$ cat src/hdl/lps_pkg.sv
// lps_pkg: shared constants, state encoding and divider status type for the
// linear prime sieve unit. No dependencies; compiled before every other file.
package lps_pkg;

   // field widths of the response payload and the internal datapath
   localparam int DATA_W  = 16;
   localparam int CAND_W  = 17;
   localparam int FOUND_W = 14;
   localparam int PROD_W  = 2 * DATA_W;

   // parameter defaults
   localparam int VALUE_RANGE_DEF = 65536;
   localparam int LIST_DEPTH_DEF  = 8192;

   // reset values
   localparam logic [DATA_W-1:0] LIMIT_RESET = 16'hFFFF;
   localparam logic [CAND_W-1:0] CAND_START  = 17'd2;

   // sequencer states
   typedef enum logic [2:0] {
      ST_CLEAR,
      ST_IDLE,
      ST_MARK_CHK,
      ST_WALK_RD,
      ST_WALK_MUL,
      ST_WALK_CHK,
      ST_WALK_DIV,
      ST_FINISH
   } state_type;

   // status from the remainder unit back to the sequencer
   typedef struct packed {
      logic done;
      logic rem_zero;
   } div_status_type;

endpackage

$ cat src/hdl/lps_rem_unit.sv
// lps_rem_unit: bit-serial restoring remainder, one quotient bit per cycle.
// Depends on lps_pkg for the status struct; the divisor must be nonzero.
module lps_rem_unit #(
   parameter int DATA_W = lps_pkg::DATA_W
) (
   input  logic                    clock,
   input  logic                    reset,
   input  logic                    start,
   input  logic [DATA_W-1:0]       dividend,
   input  logic [DATA_W-1:0]       divisor,
   output lps_pkg::div_status_type status
);

   localparam int STEP_W = $clog2(DATA_W + 1);

   logic              busy_ff, busy_in;
   logic              done_ff, done_in;
   logic [STEP_W-1:0] step_ff, step_in;
   logic [DATA_W-1:0] rem_ff, rem_in;
   logic [DATA_W-1:0] dvd_ff, dvd_in;
   logic [DATA_W-1:0] dsr_ff, dsr_in;
   logic [DATA_W:0]   trial;

   // one shift-subtract step per cycle
   always_comb begin
      busy_in = busy_ff;
      done_in = 1'b0;
      step_in = step_ff;
      rem_in  = rem_ff;
      dvd_in  = dvd_ff;
      dsr_in  = dsr_ff;
      trial   = {rem_ff, dvd_ff[DATA_W-1]};
      if (start) begin
         busy_in = 1'b1;
         step_in = STEP_W'(DATA_W);
         rem_in  = '0;
         dvd_in  = dividend;
         dsr_in  = divisor;
      end else if (busy_ff) begin
         if (trial >= {1'b0, dsr_ff}) begin
            rem_in = DATA_W'(trial - {1'b0, dsr_ff});
         end else begin
            rem_in = DATA_W'(trial);
         end
         dvd_in  = {dvd_ff[DATA_W-2:0], 1'b0};
         step_in = step_ff - STEP_W'(1);
         if (step_ff == STEP_W'(1)) begin
            busy_in = 1'b0;
            done_in = 1'b1;
         end
      end
   end

   // control registers
   always_ff @(posedge clock) begin
      if (reset) begin
         busy_ff <= 1'b0;
         done_ff <= 1'b0;
         step_ff <= '0;
      end else begin
         busy_ff <= busy_in;
         done_ff <= done_in;
         step_ff <= step_in;
      end
   end

   // datapath registers
   always_ff @(posedge clock) begin
      rem_ff <= rem_in;
      dvd_ff <= dvd_in;
      dsr_ff <= dsr_in;
   end

   assign status.done     = done_ff;
   assign status.rem_zero = (rem_ff == '0);

endmodule
$ cat config.mk
export PLATFORM = sky130hd
export DESIGN_NAME = lps_rem_unit
export DESIGN_NICKNAME = d
export VERILOG_FILES = /design/src/hdl/lps_pkg.sv /design/src/hdl/lps_rem_unit.sv
export SDC_FILE = /design/constraint.sdc
export NUM_CORES = 1
export LEC_CHECK = 0
export BUFFER_PORTS_ARGS = -buffer_cell sky130_fd_sc_hd__buf_2
export CORE_ASPECT_RATIO = 0.5
export CORE_MARGIN = 2
export CORE_UTILIZATION = 62
export CTS_CLUSTER_SIZE = 10
export DETAILED_ROUTE_END_ITERATION = 7
export HOLD_SLACK_MARGIN = 0.08
export PLACE_DENSITY = 0.84
export SLEW_MARGIN = 25
export SYNTH_ARGS = -nofsm -noshare
export SYNTH_HDL_FRONTEND = slang
export SYNTH_SLANG_ARGS = --single-unit
export TNS_END_PERCENT = 30
$ cat constraint.sdc
create_clock -name clock -period 5.9 [get_ports clock]
set_clock_uncertainty 0.05 [all_clocks]
set_input_delay 0.59 -clock clock [delete_from_list [all_inputs] [get_ports clock]]
set_output_delay 0.59 -clock clock [all_outputs]
set_load 0.005 [all_outputs]
# [Yosys cells after proc, flatten, opt, wreduce, memory -nomap -nowiden]
# Cells that the tools add are included.
[classes] add_sub_neg=2 order_cmp=1 n_eq_ne=1 mux=9 n_bitwise=1 reduce_logical=4
[op_table] cell="$mux 16" n=3
[op_table] cell="$ge 17x16->1" n=1
[op_table] cell="$logic_not 16->1" n=1
[op_table] cell="$sub 16x16->16" n=1
[op_table] cell="$mux 5" n=2
[op_table] cell="$eq 5x1->1 const B" n=1
[op_table] cell="$sub 5x1->5 const B" n=1
[op_table] cell="$mux 1" n=4
[op_table] cell="$reduce_or 3->1" n=1
[op_table] cell="$reduce_bool 2->1" n=1
[op_table] cell="$reduce_or 2->1" n=1
[op_table] cell="$not 1->1" n=1
[totals] register_bits=55 input_bits=35 output_inout_bits=2 wordCells=25

# [Logic depth before layout (Yosys ltp)]
# Gate-level depths: netlist of the first run.
[depth] ltp_word=4 ltp_mapped=12 mapped_depth_nobuf=11

# [Worst setup path before layout of the first run]
# Ideal clock, no wire load.
[synth_timing] path_type="reg-to-reg" from="reg dsr_ff[10]" to="reg rem_ff[0]" setup_ns=0.122 arrival_ns=1.989 t_required_ns=5.728 setup_slack_ns=3.739 stages_incl_launch_ff=12 n_path_buf=3 synth_period_minus_slack_ns=2.161 cell_sequence="edfxtp_1 > inv_1 > ha_1 > buf_6 > a21o_4 > nor2_4 > a22o_2 > a31oi_4 > a21o_1 > buf_6 > buf_6 > a221o_1"
[synth_between] elab_chain_len=2
[synth_rtl] item="start, declared" line_no="lps_rem_unit.sv:21" rtl="logic [DATA_W-1:0] dsr_ff, dsr_in;"
[synth_rtl] item="start signal, assigned" line_no="lps_rem_unit.sv:71" rtl="dsr_ff <= dsr_in;"
[synth_rtl] item="$ge 17x16->1" line_no="lps_rem_unit.sv:40" rtl="if (trial >= {1'b0, dsr_ff}) begin"
[synth_rtl] item="$mux 16" line_no="lps_rem_unit.sv:40"
[synth_rtl] item="end signal, assigned" line_no="lps_rem_unit.sv:69" rtl="rem_ff <= rem_in;"
[synth_rtl] item="end, declared" line_no="lps_rem_unit.sv:19" rtl="logic [DATA_W-1:0] rem_ff, rem_in;"
# No other way between the ends.
# A chain may end at the register's enable or synchronous reset.

# [Worst setup path after layout of the first run]
[layout_timing] from="reg rem_ff[5]" to="reg rem_ff[5]"
[layout_between] elab_chain_len=2
[layout_rtl] item="$ge 17x16->1" line_no="lps_rem_unit.sv:40"
[layout_rtl] item="$mux 16" line_no="lps_rem_unit.sv:40"
# No other way between the ends.

==> flow_metrics.py, run 1 <==
metrics = {
    "run_status": {
        "outcome": "finished clean",
    },
    "timing": {
        "whs_ps": 403,
        "hold_viol": 0,
        "post-route-period-util_pct": 46.3,
        "fin_crit_ps": 2730,
        "max_freq_mhz": 366,
        "fin_tns_setup_ps": 0,
        "setup_viol": 0,
        "maxSlewViolCount": 0,
        "max_slew_margin_pct": 33.9,
        "fin_ws_ps": 3170,
        "rsz0062_at_grt": "no",
        "worst_pin_slew_ps": 989,
    },
    "global_routing": {
        "grt.busiest_layer": "met2",
        "gr-total-overflow": 0,
        "met1_usage_pct": 32.1,
        "use_met2_pct": 36.6,
        "grt_start_max_net_pins": 49,
        "grt_pass1_vias": 2106,
        "met3_usage_pct": 6.08,
        "antenna_found_initial": 0,
        "grt_usage_pct": 22.9,
        "grt_pass1_wl_um": 9630,
    },
    "clock_network": {
        "cts_max_path_buffers": 2,
        "cts_max_level": 2,
        "post_cts_resized": 0,
        "clk_pin_slew_worst_paths_ps": 100,
        "cts_buffers": 5,
        "cts.sinks": 55,
        "cts-root-buf": "clkbuf_8",
        "cts_tree": "done",
        "cts_setup_buffers": 0,
        "cts_hold_buf": 0,
        "worstSkewPairLatency_ps": 300,
    },
    "critical_path": {
        "endpoint_kind": "flop",
        "crit_chain": "ha_1 -> a21oi_1 -> nand2_1 -> o21ai_2 -> a31oi_4 -> a21oi_1 -> nand2_1 -> a311oi_2",
        "rr_worst_depth": 8,
        "cp.depth": 8,
        "worstSetupPathType": "reg -> reg",
        "r2r-start": "rem_ff[5]",
        "crit_fanout": 11,
        "required_ps": 6080,
        "cp_num_buf_inv": 0,
        "crit_start": "rem_ff[5]",
        "startpoint_type": "flop",
        "critPathSlowestCell": "a21oi_1",
        "arrival_ps": 2910,
        "cp_slowest_stage_delay_ps": 760,
        "crit_family": "compound AO/OA/AOI/OAI gates",
    },
    "die": {
        "initial_core_util_pct": 66.8,
        "die_w_um": 103,
        "die_y_um": 53.5,
        "coreArea_um2": 4550,
        "num_rows": 17,
        "dieArea_um2": 5510,
        "io_pins": 37,
    },
    "place": {
        "dp_hpwl_um": 4170,
        "dp_cells": 377,
        "place_ws_ps": 3090,
        "port_buffers": 36,
        "routabilityCongestion": 0.922,
    },
    "power": {
        "p_leak_nw": 1.35,
        "power.share.sequential_pct": 55.8,
        "finalPower_w": 0.000810,
        "pwr-share-clk_pct": 26.2,
        "powerDensity_nw_per_um2": 244,
        "comb_power_share_pct": 18.0,
        "netSwitchingFraction_pct": 27.5,
        "ir_worst_vdd_v": 0.000120,
        "switchingPower_w": 0.000223,
        "internal_power_w": 0.000588,
    },
    "drt": {
        "routed_wl_um": 5800,
        "firstDrtPassIters": 6,
        "drc": 0,
        "ant_nets": 0,
        "vias": 2246,
        "wl_per_cell_um": 15.1,
        "dr.first_iter.drc_count": 142,
        "viasPerCell": 5.83,
    },
    "min_path": {
        "hold_start": "divisor[7]",
        "hold_path.class": "in -> reg",
        "whs_path_depth": 1,
    },
    "logic_synthesis": {
        "netlist_instances": 287,
        "syn_area_um2": 3040,
        "ys.flop_type": "edfxtp_1",
        "syn_nets": 341,
        "synthArstFlopShare_pct": 0,
        "synth_area_per_cell_um2": 10.6,
        "synth_edf_count": 32,
        "synth-seq-area-share_pct": 46.8,
        "synth_cell_types": 52,
        "ys.warnings.count": 0,
        "ys_ff_latch": 55,
    },
    "cells_and_area": {
        "drive_gt1_share_pct": 22.9,
        "area_growth_pct": 9.39,
        "layout_commonest_cell": "buf_2",
        "fin_nets": 372,
        "n_antenna_cell": 0,
        "final_cell_count_no_fill": 385,
        "fillers": 344,
        "layout_common_cells": "36 x buf_2, 32 x nand2_1, 32 x edfxtp_1, 23 x dfxtp_1, 22 x inv_1",
    },
    "job": {
        "drv_cap": 0,
    },
}
==> layer usage <==
metal,vias up,wire [um],share of wire [%]
met5,-,0,0
met4,0,17,0.29
met3,2,489,8.4
met2,83,2580,44
met1,1060,2710,47
li1,1101,-,-
==> area by class of cell <==
cell class	count	area, um2	area share, %
repair buffers	37	188	5.65
inverters	22	82.6	2.48
clock inverters	3	23.8	0.715
clock buffers	5	68.8	2.07
flip-flops and latches	55	1420	42.8
well taps	66	82.6	2.48
multi-input cells	197	1460	43.8
==> registers in the layout (all words and copies together) (netlist names) <==
signal,flops
busy_ff,1
done_ff,1
dsr_ff,16
dvd_ff,16
rem_ff,16
step_ff,5
==> through the flow <==
step	utilization (%)	cell area [um2]
final	73.0	3320
after global routing	73.0	3320
after CTS	73.0	3320
after detailed placement	71.0	3230
after global placement	71.0	3230
after floorplan	-	3040
==> power groups by stage <==
stage	logic [W]	clock network, W	registers [W]
3_5_place_dp	0.000143	0	0.000461
5_1_grt	0.000162	0.000229	0.000456
3_3_place_gp	0.000139	0	0.000460
4_1_cts	0.000144	0.000216	0.000453
6_report	0.000146	0.000212	0.000452
2_1_floorplan	0.000112	0	0.000454
==> cell usage after synthesis (all sizes together) (2+ instances only) <==
cell	n	area share (%)
nand3	5	0.82
a31oi	2	0.91
o21ai	12	2.1
nand2b	3	0.62
ha	18	7.4
nand4	3	0.62
nor2	17	2.3
o211ai	3	0.74
a21oi	18	3.1
o31ai	3	0.74
inv	22	2.7
mux2	15	5.6
nand2	32	4.0
nor4b	2	0.58
nor4	5	1.0
a21o	4	1.3
clkbuf	3	0.37
xor2	12	3.5
a311oi	5	2.5
dfxtp	23	15
a211oi	2	0.49
edfxtp	32	32
o311ai	2	0.58
buf	10	2.2
nor2b	2	0.41
mux2i	6	2.0
nor3	7	1.2
xnor2	6	1.7
==> cell families after synthesis <==
kind of cell | synth area share, %
AOI/OAI and AO/OA | 14.6
xor gates and xnor gates | 5.19
adders and majority gates | 8.07
buffers and inverters | 5.27
DFF | 46.8
muxes | 7.53
and+or+nand+nor | 12.6
==> final timing paths <==
check,slack (ps),endpoint
hold reg to reg,450,rem_ff[13]
setup reg to reg,3170,rem_ff[5]
hold / removal,400,dsr_ff[7]
setup / recovery,3170,rem_ff[5]
(Power assumes the default switching activity.)
==> run 2: changes to the inputs <==
--- a/config.mk
+++ b/config.mk
@@ -8,11 +8,11 @@
 export BUFFER_PORTS_ARGS = -buffer_cell sky130_fd_sc_hd__buf_2
 export CORE_ASPECT_RATIO = 0.5
 export CORE_MARGIN = 2
-export CORE_UTILIZATION = 62
+export CORE_UTILIZATION = 58
 export CTS_CLUSTER_SIZE = 10
 export DETAILED_ROUTE_END_ITERATION = 7
 export HOLD_SLACK_MARGIN = 0.08
-export PLACE_DENSITY = 0.84
+export PLACE_DENSITY = 0.8
 export SLEW_MARGIN = 25
 export SYNTH_ARGS = -nofsm -noshare
 export SYNTH_HDL_FRONTEND = slang
==> constraint.sdc (replaced) <==
create_clock -name clock -period 2.7 [get_ports clock]
set_clock_uncertainty 0.05 [all_clocks]
set_input_delay 0.27 -clock clock [delete_from_list [all_inputs] [get_ports clock]]
set_output_delay 0.27 -clock clock [all_outputs]
set_load 0.005 [all_outputs]
==> run 2 against run 1 <==
  * Combinational power rose by 140%
  * Largest cell class unchanged
  * Critical endpoint is now rem_ff[6]
  * Total power rose by 140%
  * Sequential cell count did not move
  * Die area rose by 6.5%
  * Critical path type unchanged
  * Sequential power rose by 120%
  * Via count rose by 3.9%
  * First-iteration DRC count fell by 9.2%
  * Global-route usage rose by 0.12 points
==> flow_metrics.py, run 2 (same netlist as run 1, synthesis figures left out) <==
metrics = {
    "clock_network": {
        "cts_buffers": 5,
        "cts_tree": "done",
        "worstSkewPairLatency_ps": 310,
        "cts_setup_buffers": 0,
        "clk_pin_slew_worst_paths_ps": 100,
        "cts_max_path_buffers": 2,
        "cts_max_level": 2,
        "cts.sinks": 55,
        "cts-root-buf": "clkbuf_8",
    },
    "critical_path": {
        "reg2reg_slack_ps": 200,
        "startpoint_type": "flop",
        "arrival_ps": 2680,
        "required_ps": 2880,
        "worstSetupPathType": "reg -> reg",
        "endpoint_kind": "flop",
        "crit_fanout": 9,
    },
    "drt": {
        "dr.first_iter.drc_count": 129,
        "vias": 2333,
        "ant_nets": 0,
        "viasPerCell": 5.72,
        "firstDrtPassIters": 6,
        "routed_wl_um": 6480,
        "wl_per_cell_um": 15.9,
        "drc": 0,
    },
    "die": {
        "die_w_um": 106,
        "io_pins": 37,
        "initial_core_util_pct": 61.1,
        "dieArea_um2": 5870,
        "coreArea_um2": 4980,
        "die_y_um": 55.2,
        "num_rows": 18,
    },
    "power": {
        "pwr-share-clk_pct": 30.2,
        "comb_power_share_pct": 18.4,
        "powerDensity_nw_per_um2": 542,
        "ir_worst_vdd_v": 0.000282,
        "netSwitchingFraction_pct": 26.9,
        "internal_power_w": 0.00140,
        "power.share.sequential_pct": 51.4,
        "switchingPower_w": 0.000515,
        "p_leak_nw": 1.44,
    },
    "cells_and_area": {
        "drive_gt1_share_pct": 23.7,
        "final_cell_count_no_fill": 408,
        "area_growth_pct": 16.3,
        "top_regs": "dsr_ff (16), dvd_ff (16), rem_ff (16)",
        "layout_common_cells": "36 x buf_2, 32 x nand2_1, 32 x edfxtp_1, 23 x dfxtp_1, 22 x inv_1",
        "utilization_pct": 71.0,
        "fin_nets": 391,
        "n_antenna_cell": 0,
        "layout_commonest_cell": "buf_2",
    },
    "timing": {
        "fin_tns_setup_ps": 0,
        "maxSlewViolCount": 0,
        "worst_pin_slew_ps": 526,
        "rsz0062_at_grt": "no",
        "fin_crit_ps": 2500,
        "max_freq_mhz": 400,
        "setup_viol": 0,
        "max_slew_margin_pct": 64.9,
        "whs_ps": 92.5,
        "post-route-period-util_pct": 92.7,
        "hold_viol": 0,
        "fin_ws_ps": 197,
    },
    "global_routing": {
        "met3_usage_pct": 5.74,
        "antenna_found_initial": 0,
        "use_met2_pct": 38.0,
        "grt.busiest_layer": "met2",
        "met1_usage_pct": 30.3,
        "gr-total-overflow": 0,
        "grt_pass1_wl_um": 10200,
        "grt_usage_pct": 23.0,
        "grt_pass1_vias": 2149,
        "grt_start_max_net_pins": 31,
    },
    "place": {
        "port_buffers": 36,
        "dp_hpwl_um": 4620,
        "place_ws_ps": 139,
        "routabilityCongestion": 0.958,
        "dp_cells": 386,
    },
    "min_path": {
        "hold_path.class": "in -> reg",
    },
    "run_status": {
        "outcome": "finished clean",
    },
    "job": {
        "drv_cap": 0,
    },
}
[run 2: cell type report]
class,count,area [um2]
Inverter,22,82.6
Tap cell,70,87.6
Sequential cell,55,1420
Clock inverter,3,50.0
Multi-Input combinational cell,197,1460
Fill cell,376,1440
Clock buffer,5,68.8
Timing Repair Buffer,56,365
[run 2: worst paths after layout]
path                   start        end  cells after the start
hold reg to reg    rem_ff[1]  rem_ff[1]                      2
hold / removal    divisor[1]  dsr_ff[1]                      1
setup reg to reg   rem_ff[3]  rem_ff[6]                      9
setup / recovery   rem_ff[3]  rem_ff[6]                      9
[run 2: stage by stage]
stage	area (um2)	power (W)
finish	3530	0.00192
global route	3530	0.00200
CTS	3520	0.00192
detailed placement	3270	0.00133
global placement	3270	0.00132
floorplan	3040	0.00124
[run 2: worst max-delay path, stage by stage (launching register included)]
cell and delay, ps:
dfxtp_1 360, ha_1 380, a21oi_1 300, nand2_1 110, o21ai_2 240, a31oi_4 140
a21oi_1 290, buf_4 240, nand2_1 80, a311oi_2 230
[run 2: metal layers]
layer,wire [um],vias to the layer above
li1,-,1130
met1,2930,1099
met2,3000,89
met3,449,15
met4,100,0
met5,0,-
[run 2: power groups by stage]
| stage | clock network [W] | registers (W) | logic [W] |
|---|---|---|---|
| after CTS | 0.000592 | 0.000985 | 0.000347 |
| after floorplan | 0 | 0.000992 | 0.000244 |
| after global routing | 0.000620 | 0.000992 | 0.000385 |
| final | 0.000579 | 0.000985 | 0.000352 |
| after detailed placement | 0 | 0.00100 | 0.000329 |
| after global placement | 0 | 0.00100 | 0.000317 |
[run 2: what timing repair did]
item	CTS	global route
hold buffers	13	1
hold endpoints to repair	13	1
gates resized for setup	0	1
setup endpoints to repair	0	12
==> run 3: changes to the inputs <==
--- a/config.mk
+++ b/config.mk
@@ -5,12 +5,14 @@
 export SDC_FILE = /design/constraint.sdc
 export NUM_CORES = 1
 export LEC_CHECK = 0
+export ABC_AREA = 1
 export BUFFER_PORTS_ARGS = -buffer_cell sky130_fd_sc_hd__buf_2
 export CORE_ASPECT_RATIO = 0.5
 export CORE_MARGIN = 2
-export CORE_UTILIZATION = 58
+export CORE_UTILIZATION = 59
 export CTS_CLUSTER_SIZE = 10
 export DETAILED_ROUTE_END_ITERATION = 7
+export GPL_ROUTABILITY_DRIVEN = 0
 export HOLD_SLACK_MARGIN = 0.08
 export PLACE_DENSITY = 0.8
 export SLEW_MARGIN = 25
==> run 3 against run 2 <==
  * Critical path depth grew 4
  * First-iteration DRC count grew 52%
  * Highest routed layer unchanged
  * Critical path type unchanged
  * Largest power group unchanged
  * Count of clock-buffer cells in the layout stayed put
  * Hold slack better by 1.9 ps
  * Wire length increased by 9.4%
  * Non-clock buffer count fell by 17
  * Combinational power down 30%
  * Synthesized cell count up 58%
  * Worst setup slack improved by 280 ps
  * Via count rose by 24%
==> flow_metrics.py, run 3 <==
metrics = {
    "place": {
        "dp_hpwl_um": 5200,
        "port_buffers": 36,
        "dpl-instance-area_um2": 3650,
        "place_ws_ps": 562,
    },
    "min_path": {
        "hold_start": "reset",
        "hold_path_end": "step_ff[4]",
        "hold_path.class": "in -> reg",
        "whs_path_depth": 2,
    },
    "timing": {
        "fin_ws_ps": 474,
        "post-route-period-util_pct": 82.4,
        "fin_tns_setup_ps": 0,
        "fin_crit_ps": 2230,
        "maxSlewViolCount": 0,
        "whs_ps": 94.4,
        "worst_pin_slew_ps": 519,
        "hold_viol": 0,
        "max_freq_mhz": 449,
        "rsz0062_at_grt": "no",
        "max_slew_margin_pct": 65.3,
        "setup_viol": 0,
    },
    "drt": {
        "ant_nets": 0,
        "vias": 2893,
        "drc": 0,
        "firstDrtPassIters": 5,
        "viasPerCell": 5.11,
        "routed_wl_um": 7090,
        "wl_per_cell_um": 12.5,
        "dr.first_iter.drc_count": 196,
    },
    "logic_synthesis": {
        "synth_cell_types": 37,
        "synthArstFlopShare_pct": 0,
        "yosys-top-cells-count": "156 x nand2_1, 78 x inv_1, 42 x nand3_1, 32 x edfxtp_1, 25 x nor2_1",
        "synth_edf_count": 32,
        "synth_top_cell_by_area": "edfxtp_1",
        "ys.flop_type": "edfxtp_1",
        "synth_area_per_cell_um2": 7.51,
        "syn_area_um2": 3410,
        "synth-seq-area-share_pct": 41.7,
        "synth_most_common_cell": "nand2_1",
        "ys_ff_latch": 55,
        "synth.area.top_cells": "edfxtp_1 28%, nand2_1 17%, dfxtp_1 14%",
        "ys.warnings.count": 0,
        "yosysTopAreaCellShare_pct": 28.2,
        "syn_nets": 508,
        "netlist_instances": 454,
    },
    "cells_and_area": {
        "multi_input_area_um2": 1630,
        "final_area_um2": 3820,
        "area_growth_pct": 12.2,
        "top_regs": "dsr_ff (16), dvd_ff (16), rem_ff (16)",
        "utilization_pct": 69.0,
        "drive_gt1_share_pct": 14.4,
        "final-seq-area_um2": 1420,
        "fin_nets": 546,
        "layout_common_cells": "156 x nand2_1, 78 x inv_1, 42 x nand3_1, 36 x buf_2, 32 x edfxtp_1",
        "n_antenna_cell": 0,
        "layout_commonest_cell": "nand2_1",
        "fillers": 484,
    },
    "critical_path": {
        "crit_fanout": 18,
        "rr_worst_depth": 13,
        "startpoint_type": "flop",
        "worstSetupPathType": "reg -> reg",
        "r2r-start": "dsr_ff[10]",
        "reg2reg_slack_ps": 470,
        "endpoint_kind": "flop",
        "arrival_ps": 2400,
        "regToRegEndpoint": "rem_ff[7]",
        "required_ps": 2880,
    },
    "clock_network": {
        "post_cts_resized": 0,
        "cts-root-buf": "clkbuf_16",
        "cts_max_path_buffers": 2,
        "cts_buffers": 5,
        "cts_setup_buffers": 0,
        "cts_tree": "done",
        "cts.sinks": 55,
        "worstSkewPairLatency_ps": 290,
        "clk_pin_slew_worst_paths_ps": 70,
        "cts_hold_buf": 0,
        "cts_max_level": 2,
    },
    "power": {
        "ir_worst_vdd_v": 0.000326,
        "p_leak_nw": 2.01,
        "powerDensity_nw_per_um2": 515,
    },
    "global_routing": {
        "grt_pass1_wl_um": 12100,
        "grt_usage_pct": 23.8,
        "antenna_found_initial": 0,
        "grt_start_max_net_pins": 27,
        "gr-total-overflow": 0,
        "grt_pass1_vias": 2610,
    },
    "die": {
        "die_y_um": 57.7,
        "initial_core_util_pct": 61.5,
        "num_rows": 19,
        "io_pins": 37,
        "coreArea_um2": 5540,
        "dieArea_um2": 6440,
        "die_w_um": 111,
    },
    "job": {
        "drv_cap": 0,
    },
    "run_status": {
        "outcome": "finished clean",
    },
}
run 3: changes by cell type after synthesis, sizes merged, moves of 7 or more:
cell   change
inv       +57
mux2      -15
xor2       -9
nor2      +11
nand3     +46
nand2    +130
a21oi      -7
run 3: how the worst max path moves through the flow:
stage                    start  slack [ps]        end
floorplan           dvd_ff[15]         870  rem_ff[8]
global placement    dsr_ff[11]         590  rem_ff[7]
detailed placement  dsr_ff[10]         560  rem_ff[7]
CTS                 dsr_ff[11]         520  rem_ff[7]
global route        dsr_ff[11]         290  rem_ff[7]
finish              dsr_ff[10]         470  rem_ff[7]
run 3: worst max-delay path: stages, from the launching register on:
cell	delay, ps
edfxtp_1	360
inv_1	70
ha_1	270
nand2_1	100
nand2_1	80
nand2_1	70
nand2_1	60
nand2_1	70
nand2_2	60
nor2_4	430
nand2_4	250
nand2_1	140
nand3_2	80
o21ai_2	60
run 3: logic make-up after synthesis:
| logic type | synth area share [%] |
|---|---|
| AO/OA/AOI/OAI | 3.75 |
| XOR/XNOR | 2.06 |
| adder cells (fa/ha/maj) | 7.20 |
| buffers and inverters | 10.4 |
| flip-flops | 41.7 |
| AND/OR/NAND/NOR | 34.9 |
run 3: layout make-up:
class	instances	area share, %
Sequential cell	55	37.2
Timing Repair Buffer	39	5.30
Inverter	80	7.85
Clock buffer	5	3.27
Multi-Input combinational cell	311	42.7
Tap cell	73	2.39
Clock inverter	3	1.31
run 3: metrics by stage:
step           power, W  cells
6_report        0.00197    566
3_3_place_gp    0.00122    558
3_5_place_dp    0.00123    558
2_1_floorplan   0.00115    454
5_1_grt         0.00206    566
4_1_cts         0.00199    566
run 3: where the power goes:
group	leakage (nW)	switching, W	internal (W)
combinational	1.41	0.000156	0.0000900
clock	0.0863	0.000314	0.000448
sequential	0.508	0.0000171	0.000946
total	2.01	0.000487	0.00148
run 3: layer usage:
layer | up-vias | global-route usage [%] | share of wire (%)
met5 | - | 0 | 0
li1 | 1507 | - | -
met3 | 10 | 4.50 | 6.3
met2 | 98 | 36.0 | 42
met1 | 1278 | 36.0 | 51
met4 | 0 | 5.64 | 0.89
